--- src/rtl/fgcr_pkg.sv ---
`default_nettype none

package fgcr_pkg;

  localparam int GLYPH_STORE_BYTES = 4096;
  localparam int CHAR_CODES        = 256;

  localparam int SA_W      = $clog2(GLYPH_STORE_BYTES);
  localparam int IA_W      = $clog2(CHAR_CODES);
  localparam int ROW_BYTES = 32;
  localparam int RB_W      = $clog2(ROW_BYTES);
  localparam int ROW_W     = ROW_BYTES * 8;

  typedef enum logic [1:0] {
    FUNC_LOAD_INDEX = 2'd0,
    FUNC_LOAD_BYTE  = 2'd1,
    FUNC_SET_CURSOR = 2'd2,
    FUNC_DRAW       = 2'd3
  } func_t;

  typedef enum logic {
    CFG_INVERSE_ENABLE = 1'b0,
    CFG_INVERSE_MASK   = 1'b1
  } cfg_reg_t;

  typedef struct packed {
    logic            clear;
    logic            put;
    logic [RB_W-1:0] pos;
    logic [7:0]      data;
  } row_ctl_t;

endpackage

`default_nettype wire

--- src/rtl/fgcr_row_asm.sv ---
`default_nettype none

module fgcr_row_asm (
  input  wire logic                      clk,
  input  wire fgcr_pkg::row_ctl_t        ctl,
  input  wire logic                      inv_en,
  input  wire logic [7:0]                inv_mask,
  output logic [fgcr_pkg::ROW_W-1:0]     row_bytes
);

  logic [fgcr_pkg::ROW_W-1:0] row_r;
  logic [fgcr_pkg::ROW_W-1:0] row_nxt;
  logic [7:0]                 spacer;
  logic [7:0]                 pixel;
  logic [fgcr_pkg::RB_W+2:0]  bit_pos;

  assign spacer  = inv_en ? inv_mask : 8'h00;
  assign pixel   = inv_en ? (~ctl.data & inv_mask) : ctl.data;
  assign bit_pos = {ctl.pos, 3'b000};

  always_comb begin
    row_nxt = row_r;
    if (ctl.clear) begin
      row_nxt = '0;
      row_nxt[bit_pos +: 8] = spacer;
    end else if (ctl.put) begin
      row_nxt[bit_pos +: 8] = pixel;
    end
  end

  always_ff @(posedge clk) begin
    row_r <= row_nxt;
  end

  assign row_bytes = row_r;

endmodule

`default_nettype wire

--- config.mk ---
export PLATFORM = sky130hd
export DESIGN_NAME = fgcr_row_asm
export DESIGN_NICKNAME = d
export VERILOG_FILES = /design/src/rtl/fgcr_pkg.sv /design/src/rtl/fgcr_row_asm.sv
export SDC_FILE = /design/constraint.sdc
export NUM_CORES = 1
export LEC_CHECK = 0
export BUFFER_PORTS_ARGS = -buffer_cell sky130_fd_sc_hd__buf_2
export CORE_ASPECT_RATIO = 1.75
export CORE_MARGIN = 2
export CORE_UTILIZATION = 52
export DETAILED_ROUTE_END_ITERATION = 10
export GPL_ROUTABILITY_DRIVEN = 0
export PLACE_DENSITY = 0.79
export SYNTH_ARGS = -nofsm -noshare
export SYNTH_HDL_FRONTEND = slang
export SYNTH_SLANG_ARGS = --single-unit
--- constraint.sdc ---
create_clock -name clk -period 2.79 [get_ports clk]
set_clock_uncertainty 0.05 [all_clocks]
set_input_delay 0.279 -clock clk [delete_from_list [all_inputs] [get_ports clk]]
set_output_delay 0.279 -clock clk [all_outputs]
set_load 0.02 [all_outputs]
# Word-level counts from Yosys, hierarchy flattened
# Index checks and enable logic that the tools add are counted.
# op_classes
addsub	1
shift	3
muxes	5
bitwise_logic	3
reduce_logical	1
# ops
operator	count
$mux 256	2
$shiftx 8x10->256	2
$and 256x256->256	1
$bwmux 256	1
$shift 8x10->256 const A	1
$mux 8	2
$neg 8->10	1
$and 8x8->8	1
$not 8->8	1
$reduce_bool 2->1	1
# totals
reg_bits	256
inputBits	25
out_inout_bits	256
elab_cells	14

# Longest topological paths before layout
# logic_depth
depth_word	7
mapped_depth	10
mapped_depth_nobuf	6

# Worst setup path before layout
# OpenSTA, ideal clock, no wires.
# synth_path
path_kind	input to register
start	in ctl[8] (netlist bit)
end	reg row_r (netlist bit row_bytes[160]) (enable)
setup_ns	0.375
arrival_ns	1.996
t_required_ns	2.365
setup_slack_ns	0.369
stages	8
n_path_buf	2
cell_sequence	buf_6 inv_1 ha_1 buf_4 xor2_1 nor3_2 nand2_1 o21bai_1
# synth_lines
item	line_no	rtl
start, declared	fgcr_row_asm.sv:5	input wire fgcr_pkg::row_ctl_t ctl,
end signal, assigned	fgcr_row_asm.sv:32	row_r <= row_nxt;
end, declared	fgcr_row_asm.sv:11	logic [fgcr_pkg::ROW_W-1:0] row_r;

==> key figures <==
Outcome
  • Status: finished clean

Floorplan
  • Die Ht: 189 µm
  • I/O Pins: 281
  • Starting Density: 53.2%
  • Die X: 110 µm
  • Core Area: 19,200 µm²
  • Placement Rows: 67
  • Die area: 20,800 µm²

Critical path
  • CP startpoint: ctl[8]
  • Startpoint type of the worst setup path: primary input
  • Critical Path AT: 2190 ps
  • Crit Path Class: in -> reg
  • Crit-path max cell delay: 460 ps
  • Critical-path top delay cell: a21o_1
  • Top Family by Delay on Critical Path: compound AO/OA/AOI/OAI gates
  • Bufs and invs on worst path: 2
  • CP endpoint kind: register
  • CP endpoint: row_bytes[49]
  • CP Max Fanout: 11
  • Req. time, crit path: 2900 ps
  • CP Depth: 7
  • Crit-path cells: buf_2, inv_1, ha_1, nand2b_1, nor3_1, a211o_1, a21o_1

Clock network
  • Setup bufs post-CTS: 0
  • # hold bufs at CTS: 0
  • Clk buf depth: 3
  • Worst-path clk slew: 60 ps
  • Clock Sinks: 256
  • Total CTS buffers: 23
  • H-tree depth: 1
  • Post-CTS sizing: 0
  • CTS tree: done
  • CTS root buf: clkbuf_16

Synthesis
  • Sequential-to-total area share from yosys stat: 75.3%
  • FFs w/ async S/R, synth: 0%
  • Mapped Cells: 757
  • Prevailing post-synth register cell: edfxtp_1
  • FF+latch count, synth: 256
  • Syn_area_per_cell: 13.5 µm²
  • Post-Syn Area: 10,200 µm²
  • Yosys cell types: 42
  • Ys Warns: 0
  • Number of synthesized flops with an enable pin: 256
  • Post-Synthesis Net Count: 786

Placement
  • HPWL after detailed placement: 21,200 µm
  • Placed Instances: 1,286
  • IO buf count: 280
  • Post-Place Worst Slack: 231 ps

STA
  • Fin Hold WS: 322 ps
  • Final Setup Violations: 0
  • Period minus WS final: 2090 ps
  • Slew Viols, Final: 0
  • Worst relative slew slack: 57.8%
  • Final WS setup: 703 ps
  • Final Hold Vio Count: 0
  • RSZ-0062 raised after global routing: no
  • Period utilisation layout: 74.8%
  • Fin Setup TNS: 0 ps
  • Tightest Pin Transition: 631 ps
  • Max Clock Freq: 479 MHz

Routing
  • Vias per Instance: 5.49
  • DRC viols: 0
  • Routed via count: 7,293
  • Routed Wire Length: 29,200 µm
  • Initial drt markers: 571
  • Wire per inst: 22.0 µm
  • ANT nets after route: 0
  • First-pass detailed-route iteration total: 5

GRT
  • GRT overflow: 0
  • Initial antenna violation count: 2
  • Largest net degree at the start of global routing: 34
  • Global-route wire length before repair: 42,300 µm
  • Gr usage total: 27.7%
  • Vias in the first global route: 7,232

Run
  • # Max-Cap Violations: 0

Layout
  • Area delta synth->final: 26.6%
  • Layout cells sized above 1: 36.7%
  • Max FFs per register: 256
  • Nets@finish: 1,099
  • Post-route insts no fill: 1,329
  • Fillers: 1,418

Power and ir drop
  • Worst vdd ir: 0.862 mV
  • Leak: 5.01 nW
  • PD cells: 696 nW/µm²

Worst hold path
  • Worst min-delay path class: in -> reg
==> cell usage in the layout, fill, tap and decap left out, drive strengths merged, types with 5 or more instances in the layout <==
| cell | n |
|---|---|
| buf | 331 |
| edfxtp | 256 |
| nor2 | 254 |
| nand2 | 64 |
| a21o | 25 |
| clkbuf | 24 |
| nand3 | 22 |
| nor2b | 19 |
| nand2b | 11 |
| clkinv | 10 |
| o21bai | 9 |
| mux2i | 8 |
| bufinv | 6 |
| nor3 | 6 |
| inv | 5 |
==> metal layers <==
metal / up-vias / share of wire, % / GRT usage (%)
met5: - / 0.086 / 0
met4: 4 / 2.9 / 8.91
met3: 63 / 7.1 / 4.34
met2: 396 / 56 / 51.8
met1: 3561 / 34 / 31.3
li1: 3269 / - / -
==> cells by family after synthesis <==
logic type / count (synthesis) / synth area share, %
AND/OR/NAND/NOR: 392 / 16.6
multiplexers: 9 / 0.895
XOR/XNOR: 2 / 0.245
AO/OA/AOI/OAI: 48 / 3.86
flip-flops: 256 / 75.3
adder cells (fa/ha/maj): 4 / 0.490
buffers and inverters: 46 / 2.64
==> how the worst min path moves through the flow <==
stage,cells after the start,from,end
4_1_cts,3,ctl[8],row_bytes[111]
2_1_floorplan,0,row_bytes[0],row_bytes[0]
6_report,3,ctl[8],row_bytes[111]
5_1_grt,3,ctl[8],row_bytes[111]
3_5_place_dp,1,row_bytes[203],row_bytes[203]
3_3_place_gp,1,row_bytes[40],row_bytes[40]
==> cells in the mapped netlist (all sizes together), types with 3 or more instances <==
library cell    n  share of area, %
buf            36               2.3
nand2b         11              0.67
nand2          64               2.4
inv             3              0.11
a211oi          4              0.34
nor3            6              0.45
mux2i           8              0.78
nor2b          19               1.2
a21o           25               1.8
ha              4              0.49
edfxtp        256                75
nand3b          4              0.29
nand3          22               1.1
nor4            3              0.18
clkbuf          7              0.26
o21bai          9              0.66
nor2          254               9.7
==> power breakdown <==
part / internal (mW) / leakage, nW / switching [mW]
Combinational: 0.279 / 2.16 / 0.739
Sequential: 4.45 / 2.44 / 0.0758
Clock: 2.08 / 0.413 / 1.38
Total: 6.80 / 5.01 / 2.19
==> stage by stage <==
step                      area, µm²  power, mW  utilization, %
after floorplan               10200       5.18               -
after global routing          12900       9.22            67.3
after CTS                     12900       9.03            67.3
after global placement        12100       5.60            63.0
after detailed placement      12100       5.62            63.0
final                         12900       8.99            67.3
==> area by class of cell <==
| cell class | instances | area [µm²] | area share (%) |
|---|---|---|---|
| clock inverter | 18 | 249 | 1.93 |
| multi-input combinational | 455 | 2290 | 17.7 |
| clock buffer | 24 | 579 | 4.48 |
| inverter | 3 | 11.3 | 0.0872 |
| timing repair buffer | 331 | 1800 | 13.9 |
| sequential | 256 | 7690 | 59.5 |
| antenna | 1 | 2.50 | 0.0194 |
| tap | 241 | 302 | 2.33 |
Power figures use the tool's default switching activity.
